--- config.mk ---
export PLATFORM = sky130hd
export DESIGN_NAME = magstripe_f2f_transmitter
export DESIGN_NICKNAME = d
export VERILOG_FILES = /design/src/design/mf2f_pkg.sv /design/src/design/magstripe_f2f_transmitter.sv
export VERILOG_INCLUDE_DIRS = /design/src /design/src/design
export SDC_FILE = /design/constraint.sdc
export NUM_CORES = 1
export LEC_CHECK = 0
export ABC_AREA = 1
export BUFFER_PORTS_ARGS = -buffer_cell sky130_fd_sc_hd__buf_4
export CORE_MARGIN = 1
export CORE_UTILIZATION = 55
export CTS_CLUSTER_DIAMETER = 60
export DETAILED_ROUTE_END_ITERATION = 10
export GPL_ROUTABILITY_DRIVEN = 0
export HOLD_SLACK_MARGIN = 0.12
export PLACE_DENSITY = 0.76
export SLEW_MARGIN = 15
export SYNTH_ARGS = -nofsm -noshare
export SYNTH_HDL_FRONTEND = slang
export SYNTH_SLANG_ARGS = --single-unit
--- constraint.sdc ---
create_clock -name clk -period 2 [get_ports clk]
set_input_delay 0.1 -clock clk [delete_from_list [all_inputs] [get_ports clk]]
set_output_delay 0.1 -clock clk [all_outputs]
set_load 0.05 [all_outputs]
--- src/design/magstripe_f2f_transmitter_defines.svh ---
// Assertion helpers for the magnetic-stripe transmitter.
`ifndef MAGSTRIPE_F2F_TRANSMITTER_DEFINES_SVH
`define MAGSTRIPE_F2F_TRANSMITTER_DEFINES_SVH

// Same-cycle implication, sampled on clk and held off during reset.
`define MF2F_ASSERT_NOW(label, ante, cons, msg) \
  label: assert property (@(posedge clk) disable iff (!rst_n) (ante) |-> (cons)) \
    else $error(msg);

// Next-cycle implication, sampled on clk and held off during reset.
`define MF2F_ASSERT_NEXT(label, ante, cons, msg) \
  label: assert property (@(posedge clk) disable iff (!rst_n) (ante) |=> (cons)) \
    else $error(msg);

`endif

--- src/design/mf2f_pkg.sv ---
package mf2f_pkg;

  // Field and register widths.
  localparam int unsigned CMD_W       = 2;
  localparam int unsigned CHAR_W      = 8;
  localparam int unsigned CFG_IDX_W   = 3;
  localparam int unsigned CFG_DATA_W  = 8;
  localparam int unsigned BPC_W       = 4;
  localparam int unsigned PAD_W       = 6;

  // Default sizes for the top-level parameters.
  localparam int unsigned MAX_PAD_CELLS_DEF = 32;
  localparam int unsigned MAX_CHAR_BITS_DEF = 8;

  // Register reset values.
  localparam logic [BPC_W-1:0]  BPC_RST       = BPC_W'(7);
  localparam logic [PAD_W-1:0]  PREAMBLE_RST  = PAD_W'(28);
  localparam logic [PAD_W-1:0]  TRAILER_RST   = PAD_W'(28);
  localparam logic [CHAR_W-1:0] STOP_CHAR_RST = CHAR_W'(70);
  localparam logic              STOP_EN_RST   = 1'b1;

  typedef enum logic [CMD_W-1:0] {
    CMD_START = 2'd0,
    CMD_CHAR  = 2'd1,
    CMD_END   = 2'd2,
    CMD_NONE  = 2'd3
  } cmd_t;

  typedef enum logic [CFG_IDX_W-1:0] {
    REG_BITS_PER_CHAR  = 3'd0,
    REG_PREAMBLE_ZEROS = 3'd1,
    REG_TRAILER_ZEROS  = 3'd2,
    REG_STOP_CHAR      = 3'd3,
    REG_STOP_ENABLE    = 3'd4
  } reg_idx_t;

  typedef enum logic [1:0] {
    ST_IDLE = 2'b01,
    ST_RUN  = 2'b10
  } state_t;

endpackage

--- src/design/magstripe_f2f_transmitter.sv ---
// Channel  Direction  Handshake              Word
// in       input      in_valid / in_ready    in_command, in_char_value
// out      output     out_valid / out_ready  out_first_half_polarity,
//                                            out_second_half_polarity,
//                                            out_bit_value, out_last
// cfg      input      cfg_we (no wait)       cfg_index, cfg_wdata
//
// An item is taken while idle, then one bit cell leaves per cycle, while
// the output is not stalled, from a down-counter and a shift register; an
// item with no cells, such as a dropped character, never leaves idle. A
// character gives up to MAX_CHAR_BITS cells, a start or end up to
// MAX_PAD_CELLS.
// Reset (synchronous, active low) restores the register defaults, clears the
// coil polarity and the sentinel flag, and empties the output register.
// A stalled output simply pauses the cell shifter; the next word is taken
// only once the last cell of the current one has been loaded.
module magstripe_f2f_transmitter #(
  parameter int unsigned MAX_PAD_CELLS = mf2f_pkg::MAX_PAD_CELLS_DEF,
  parameter int unsigned MAX_CHAR_BITS = mf2f_pkg::MAX_CHAR_BITS_DEF
) (
  input  logic                            clk,
  input  logic                            rst_n,
  input  logic                            in_valid,
  output logic                            in_ready,
  input  logic [mf2f_pkg::CMD_W-1:0]      in_command,
  input  logic [mf2f_pkg::CHAR_W-1:0]     in_char_value,
  output logic                            out_valid,
  input  logic                            out_ready,
  output logic                            out_first_half_polarity,
  output logic                            out_second_half_polarity,
  output logic                            out_bit_value,
  output logic                            out_last,
  input  logic                            cfg_we,
  input  logic [mf2f_pkg::CFG_IDX_W-1:0]  cfg_index,
  input  logic [mf2f_pkg::CFG_DATA_W-1:0] cfg_wdata
);
  import mf2f_pkg::*;

  `include "magstripe_f2f_transmitter_defines.svh"

  localparam int unsigned CNT_W = $clog2(MAX_PAD_CELLS + 1);
  localparam int unsigned BIT_W = $clog2(MAX_CHAR_BITS + 1);
  localparam int unsigned REM_W = (CNT_W > BIT_W) ? CNT_W : BIT_W;
  localparam int unsigned PCMP_W = (CNT_W > PAD_W) ? CNT_W : PAD_W;
  localparam int unsigned BCMP_W = (BIT_W > BPC_W) ? BIT_W : BPC_W;

  // Configuration registers.
  logic [BPC_W-1:0]  bpc_r;
  logic [PAD_W-1:0]  pre_r;
  logic [PAD_W-1:0]  trl_r;
  logic [CHAR_W-1:0] stop_char_r;
  logic              stop_en_r;

  // Control state.
  state_t                   state_r, state_nxt;
  logic                     pol_r, pol_nxt;
  logic                     stop_seen_r, stop_seen_nxt;
  logic                     data_r, data_nxt;
  logic [REM_W-1:0]         rem_r, rem_nxt;
  logic [MAX_CHAR_BITS-1:0] shift_r, shift_nxt;
  logic                     out_valid_r, out_valid_nxt;

  // Output word.
  logic out_first_r, out_second_r, out_bit_r, out_last_r;

  logic             in_fire;
  logic             out_load;
  logic             cell_bit;
  logic             cell_second;
  logic [REM_W-1:0] pre_cnt, trl_cnt, bit_cnt;
  cmd_t             cmd;

  assign cmd      = cmd_t'(in_command);
  assign in_ready = (state_r == ST_IDLE);
  assign in_fire  = in_valid && in_ready;

  // Counts beyond the hardware limits saturate.
  assign pre_cnt = (PCMP_W'(pre_r) > PCMP_W'(MAX_PAD_CELLS)) ?
                   REM_W'(MAX_PAD_CELLS) : REM_W'(pre_r);
  assign trl_cnt = (PCMP_W'(trl_r) > PCMP_W'(MAX_PAD_CELLS)) ?
                   REM_W'(MAX_PAD_CELLS) : REM_W'(trl_r);
  assign bit_cnt = (BCMP_W'(bpc_r) > BCMP_W'(MAX_CHAR_BITS)) ?
                   REM_W'(MAX_CHAR_BITS) : REM_W'(bpc_r);

  assign out_load    = (state_r == ST_RUN) && (!out_valid_r || out_ready);
  assign cell_bit    = data_r & shift_r[0];
  assign cell_second = pol_r ^ cell_bit;

  always_comb begin
    state_nxt     = state_r;
    pol_nxt       = pol_r;
    stop_seen_nxt = stop_seen_r;
    data_nxt      = data_r;
    rem_nxt       = rem_r;
    shift_nxt     = shift_r;
    out_valid_nxt = out_valid_r;

    if (out_valid_r && out_ready) begin
      out_valid_nxt = 1'b0;
    end

    unique case (state_r)
      ST_IDLE: begin
        if (in_fire) begin
          unique case (cmd)
            CMD_START: begin
              pol_nxt       = 1'b0;
              stop_seen_nxt = 1'b0;
              data_nxt      = 1'b0;
              rem_nxt       = pre_cnt;
              if (pre_cnt != '0) begin
                state_nxt = ST_RUN;
              end
            end
            CMD_CHAR: begin
              // Once the sentinel has gone out, later characters are dropped if stop is enabled.
              if (!(stop_en_r && stop_seen_r)) begin
                data_nxt  = 1'b1;
                rem_nxt   = bit_cnt;
                shift_nxt = in_char_value[MAX_CHAR_BITS-1:0];
                if (in_char_value == stop_char_r) begin
                  stop_seen_nxt = 1'b1;
                end
                if (bit_cnt != '0) begin
                  state_nxt = ST_RUN;
                end
              end
            end
            CMD_END: begin
              data_nxt = 1'b0;
              rem_nxt  = trl_cnt;
              if (trl_cnt != '0) begin
                state_nxt = ST_RUN;
              end
            end
            default: begin
            end
          endcase
        end
      end
      ST_RUN: begin
        if (out_load) begin
          out_valid_nxt = 1'b1;
          // The polarity always flips at the cell boundary.
          pol_nxt   = ~cell_second;
          rem_nxt   = rem_r - REM_W'(1);
          shift_nxt = shift_r >> 1;
          if (rem_r == REM_W'(1)) begin
            state_nxt = ST_IDLE;
          end
        end
      end
      default: state_nxt = ST_IDLE;
    endcase
  end

  always_ff @(posedge clk) begin
    if (!rst_n) begin
      bpc_r       <= BPC_RST;
      pre_r       <= PREAMBLE_RST;
      trl_r       <= TRAILER_RST;
      stop_char_r <= STOP_CHAR_RST;
      stop_en_r   <= STOP_EN_RST;
      state_r     <= ST_IDLE;
      pol_r       <= 1'b0;
      stop_seen_r <= 1'b0;
      data_r      <= 1'b0;
      rem_r       <= '0;
      out_valid_r <= 1'b0;
    end else begin
      if (cfg_we) begin
        unique case (reg_idx_t'(cfg_index))
          REG_BITS_PER_CHAR:  bpc_r       <= cfg_wdata[BPC_W-1:0];
          REG_PREAMBLE_ZEROS: pre_r       <= cfg_wdata[PAD_W-1:0];
          REG_TRAILER_ZEROS:  trl_r       <= cfg_wdata[PAD_W-1:0];
          REG_STOP_CHAR:      stop_char_r <= cfg_wdata[CHAR_W-1:0];
          REG_STOP_ENABLE:    stop_en_r   <= cfg_wdata[0];
          default: begin
          end
        endcase
      end
      state_r     <= state_nxt;
      pol_r       <= pol_nxt;
      stop_seen_r <= stop_seen_nxt;
      data_r      <= data_nxt;
      rem_r       <= rem_nxt;
      out_valid_r <= out_valid_nxt;
    end
  end

  always_ff @(posedge clk) begin
    shift_r <= shift_nxt;
    if (out_load) begin
      out_first_r  <= pol_r;
      out_second_r <= cell_second;
      out_bit_r    <= cell_bit;
      out_last_r   <= (rem_r == REM_W'(1));
    end
  end

  assign out_valid                = out_valid_r;
  assign out_first_half_polarity  = out_first_r;
  assign out_second_half_polarity = out_second_r;
  assign out_bit_value            = out_bit_r;
  assign out_last                 = out_last_r;

  `MF2F_ASSERT_NEXT(a_last_frees_input, out_load && (rem_r == REM_W'(1)), in_ready, "last cell loaded but input not freed")
  `MF2F_ASSERT_NOW(a_mid_word_running, out_valid_r && !out_last_r, state_r == ST_RUN, "non-final cell pending while idle")
  `MF2F_ASSERT_NEXT(a_boundary_flip, out_load, pol_r == !out_second_r, "polarity did not flip at cell boundary")

endmodule

Yosys cells after proc, flatten, opt, wreduce, memory -nomap -nowiden:

Cells that the tools add are included.

* bits in registers: 49
* input bits: 26
* output and inout port bits: 6

* add/sub/neg operators: 1
* $lt $le $gt $ge: 3
* equality and inequality tests: 23
* mux-type cells: 34
* bitwise gates (word level): 3
* reductions and logical operators: 26

Operator list (number)
* $mux W8: 4
* $mux W6: 5
* $pmux W6 S3: 1
* $reduce_bool A6 Y1: 3
* $pmux W8 S2: 1
* $reduce_and A5 Y1: 3
* $mux W2: 7
* $gt A6 B6 Y1 const B: 2
* $ne A3 B3 Y1 const B: 4
* $pmux W6 S2: 1
* $reduce_and A2 Y1: 5
* $mux W1: 9
* $eq A8 B8 Y1: 1
* $ne A2 B1 Y1 const B: 4
* $ne A2 B2 Y1 const B: 4
* $reduce_and A4 Y1: 2
* $reduce_and A8 Y1: 1
* $eq A3 B2 Y1 const B: 2
* $eq A6 B1 Y1 const B: 1
* $pmux W1 S2: 3
* $pmux W2 S3: 1
* $reduce_bool A2 Y1: 3
* $sub A6 B1 Y6 const B: 1
* $eq A2 B1 Y1 const B: 2
* 16 further kinds: 20

Depth between registers and ports, before layout:

* depth in word-level cells: 8
* depth in mapped cells: 12
* depth with buffers taken out: 12

Worst setup path after synthesis:

Ideal clock, no wire load.

* path type: register -> register
* start point: reg out_valid_r (netlist: out_valid)
* end point: reg shift_r[0], enable pin
* setup time: 0.370 ns
* arrival: 1.273 ns
* data required time: 1.630 ns
* setup slack: 0.357 ns
* cell stages (with the launch flop): 6
* path buffers: 0
* cells stage by stage: dfxtp_1 > inv_1 > nor2_1 > nor2_4 > nor2_1 > nor2_1

* longest elaborated chain between the ends: 5

Ends and longest elaborated chain
* start, declared: line magstripe_f2f_transmitter.sv:61 `logic out_valid_r, out_valid_nxt;`
* start signal, assigned: line magstripe_f2f_transmitter.sv:187 `out_valid_r <= out_valid_nxt;`
* $logic_not A1 Y1: line magstripe_f2f_transmitter.sv:85 `assign out_load = (state_r == ST_RUN) && (!out_valid_r || out_ready);`
* $logic_or A1 B1 Y1: line magstripe_f2f_transmitter.sv:85
* $logic_and A1 B1 Y1: line magstripe_f2f_transmitter.sv:85
* net out_load: line magstripe_f2f_transmitter.sv:67 `logic out_load;`
* $ne A2 B2 Y1 (no source line)
* $reduce_and A5 Y1 (no source line)
* end signal, assigned: line magstripe_f2f_transmitter.sv:192 `shift_r <= shift_nxt;`
* end, declared: line magstripe_f2f_transmitter.sv:60 `logic [MAX_CHAR_BITS-1:0] shift_r, shift_nxt;`

The timed path passes the listed nets, and every way through them passes these cells.
A chain may end at the register's enable or synchronous reset.

Worst setup path in the final report:

* start point: reg state_r[1]
* end point: reg shift_r[3], enable pin

* longest elaborated chain between the ends: 4
* elaborated cells between the ends (all ways): 10
* classes of those cells: eq/ne (6); reduce/logical (4)

Ends and longest elaborated chain
* start, declared: line magstripe_f2f_transmitter.sv:55 `state_t state_r, state_nxt;`
* start signal, assigned: line magstripe_f2f_transmitter.sv:182 `state_r <= state_nxt;`
* $eq A2 B2 Y1 or $eq A2 B1 Y1 (tied branches): line magstripe_f2f_transmitter.sv:85, magstripe_f2f_transmitter.sv:102, magstripe_f2f_transmitter.sv:74
* $logic_and A1 B1 Y1, on equally long branches: line magstripe_f2f_transmitter.sv:85, magstripe_f2f_transmitter.sv:75
* $ne A2 B2 Y1 (no source line) or $ne A2 B1 Y1 (tied branches)
* $reduce_and A5 Y1 (no source line) *

Mark *: on every way between the ends. The rest lies on a longest branch, timed or not.

==> results.py <==
metrics = {
    "synthesis": {
        "yosysUniqueCellTypes": 29,
        "ys_seq_elements": 49,
        "seq_area_frac_synth_pct": 44.4,
        "synth.most_common_cell": "nand2_1",
        "ys_warn_count": 0,
        "synthAdderAreaFrac_pct": 3.02,
        "synthSimpleGateAreaFrac_pct": 29.4,
        "synthCells": 345,
        "synth_top_family_by_area": "simple AND/OR/NAND/NOR gates",
        "synth_common_cells": "87 x nand2_1, 49 x nor2_1, 40 x inv_1, 37 x dfxtp_1, 26 x o21ai_0",
        "syn_area_um2": 2480,
        "synth_nets": 377,
        "synth-edff-count": 12,
        "synth_xor_area_share_pct": 2.47,
        "synth_top_area_share_pct": 29.8,
        "syn_area_per_cell_um2": 7.20,
        "async_flop_share_pct": 0,
        "synth_flop_cell": "dfxtp_1",
        "synth_compound_area_share_pct": 13.3,
        "synth.area.mux_share_pct": 0,
        "synth_top_area_cell": "dfxtp_1",
        "synth_area_leaders": "dfxtp_1 30%, edfxtp_1 15%, nand2_1 13%",
    },
    "power": {
        "leakage_nw": 1.39,
        "p_total_mw": 2.40,
        "ir_drop_v": 0.000503,
        "p_per_area_nw_per_um2": 797,
    },
    "run": {
        "drv_cap": 0,
    },
    "clock_network": {
        "clk_path_buf_depth": 2,
        "clk_pin_slew_ns": 0.10,
        "clock_latency_ns": 0.30,
        "cts_setup_buffers": 0,
        "cts_tree": "built",
        "cts_max_level": 2,
        "clk_root_buffer_cell": "clkbuf_8",
        "cts_buffers": 5,
        "cts_sinks": 49,
    },
    "setup_path": {
        "path_buf_inv": 1,
        "crit_type": "flop to flop",
        "crit_chain": "inv_1 > nand2_1 > nor2_1 > nor2_1 > nor2_1",
        "crit_path_end_kind": "flop",
        "critPathMaxFanout": 8,
        "cpMostUsedCell": "nor2_1",
        "start_kind": "flop",
        "required_ns": 1.95,
        "crit_arrival_ns": 1.69,
        "slowest_delay_ns": 0.50,
        "critPathSlowestCell": "nor2_1",
        "regToRegSetupSlack_ns": 0.26,
        "crit_family": "simple AND/OR/NAND/NOR gates",
    },
    "cells_and_area": {
        "final_cells": 447,
        "antennaDiodeCount": 0,
        "post-route-util_pct": 69.1,
        "final_layout_size_suffix_gt1_share_pct": 12.9,
        "area_growth_pct": 21.2,
        "final_nets": 426,
    },
    "sta": {
        "finalSetupTns_ns": 0,
        "fmax_mhz": 573,
        "hold_violations": 0,
        "setup_viol": 0,
        "holdWs_ns": 0.128,
        "fin_skew_ns": 0.00731,
        "drv_slew": 0,
        "slew_headroom_pct": 57.5,
        "rsz0062_at_grt": "no",
        "tightestPinTransition_ns": 0.636,
        "fin_crit_ns": 1.74,
        "period_share_pct": 87.2,
    },
    "placement": {
        "place_hpwl_mm": 4.11,
        "dp_cells": 425,
        "place.port_buffers": 31,
    },
    "global_route": {
        "grt_pass1_vias": 2182,
        "grt_use_total_pct": 24.3,
        "antenna_found_initial": 0,
        "grt_max_degree": 30,
        "grt_remaining_overflow": 0,
        "grt_pass1_wl_mm": 9.38,
    },
    "drt": {
        "vias_per_cell": 5.20,
        "wl_mm": 5.48,
        "firstDrtPassIters": 4,
        "post_drt_wl_per_cell_um": 12.3,
        "drc": 0,
        "ant_nets": 0,
        "drtIter0Drc": 135,
        "num_vias": 2326,
    },
    "floorplan": {
        "die-height_um": 69.2,
        "die_w_um": 69.2,
        "initial_core_util_pct": 57.0,
        "core_um2": 4350,
        "die_area_um2": 4790,
        "io_pins": 32,
        "placementRows": 24,
    },
    "run_status": {
        "status": "complete, no violations",
    },
    "min_path": {
        "min_path_type": "input pin to flop",
    },
}
-- worst paths after layout --
| check | cells after the start | start | end |
|---|---|---|---|
| max | 5 | state_r[1] | shift_r[3] |
| max reg2reg | 5 | state_r[1] | shift_r[3] |
| min reg2reg | 2 | stop_char_r[3] | stop_char_r[3] |
| min | 2 | rst_n | state_r[0] |
-- cell families (layout without fill, tap and decap cells) --
logic type / Yosys count / in the layout
AO/OA/AOI/OAI: 61 / 61
XOR/XNOR: 7 / 7
adder cells (fa/ha/maj): 6 / 6
buffers and inverters: 49 / 99
flip-flops: 49 / 49
AND/OR/NAND/NOR: 173 / 173
-- metal layers --
metal	wire, um	GRT usage [%]	vias to the layer above
met3	237	4.94	13
met2	2550	40.5	58
li1	-	-	1211
met5	0	0	-
met1	2580	31.6	1044
met4	102	7.71	0
-- area by class of cell --
class	count	area, um^2
clock buffer	5	68.8
multi-input combinational	247	1190
clock inverter	3	21.3
sequential	49	1100
fill	375	1350
timing repair buffer	48	395
tap	52	65.1
inverter	43	161
-- flip-flops by register name, summed over array words and instances, names as in the netlist --
register and cells:
stop_seen_r 1, out_bit_value 1, state_r 2, out_first_half_polarity 1, shift_r 8, pre_r 6, data_r 1, out_valid 1
trl_r 6, stop_char_r 8, out_last 1, pol_r 1, bpc_r 4, out_second_half_polarity 1, rem_r 6, stop_en_r 1
-- cells in the final DEF (no fill, tap or decap) --
master and n:
dlygate4sd3_1 14, inv_2 2, nor3_1 2, o21ai_2 1, nor2_4 2, edfxtp_1 12
o211ai_1 5, clkinv_2 1, o31ai_1 1, clkinvlp_4 1, buf_4 34, or2_2 1
inv_6 1, clkinv_1 1, nand2_4 1, clkbuf_8 5, xor2_1 4, and3_1 1
nand3_1 23, o21a_1 1, ha_1 6, nand3b_1 3, xnor2_1 3, nand4_1 2
o21ai_0 26, a31oi_1 1, dfxtp_1 37, nor2_1 49, a21oi_1 25, nand2_1 87
o22ai_1 1, inv_1 40, nor2_2 2
-- per-stage QoR --
| stage | setup WS, ns | area [um^2] |
|---|---|---|
| after detailed placement | 0.261 | 2780 |
| final | 0.255 | 3010 |
| after global routing | 0.163 | 3010 |
| after CTS | 0.247 | 3000 |
| after floorplan | 0.357 | 2480 |
| after global placement | 0.377 | 2780 |
-- power breakdown --
part / total (mW) / internal (mW) / switching [mW]
Sequential: 1.18 / 1.12 / 0.0573
Clock: 0.584 / 0.249 / 0.335
Combinational: 0.634 / 0.232 / 0.401
Total: 2.40 / 1.60 / 0.794
-- timing repair --
| item | in CTS | in global routing |
|---|---|---|
| setup endpoints to repair | 0 | 0 |
| gates resized for setup | 0 | 0 |
| hold buffers | 13 | 1 |
| endpoints found under the hold margin | 24 | 1 |
No activity file was read; power rests on OpenSTA's default activity.
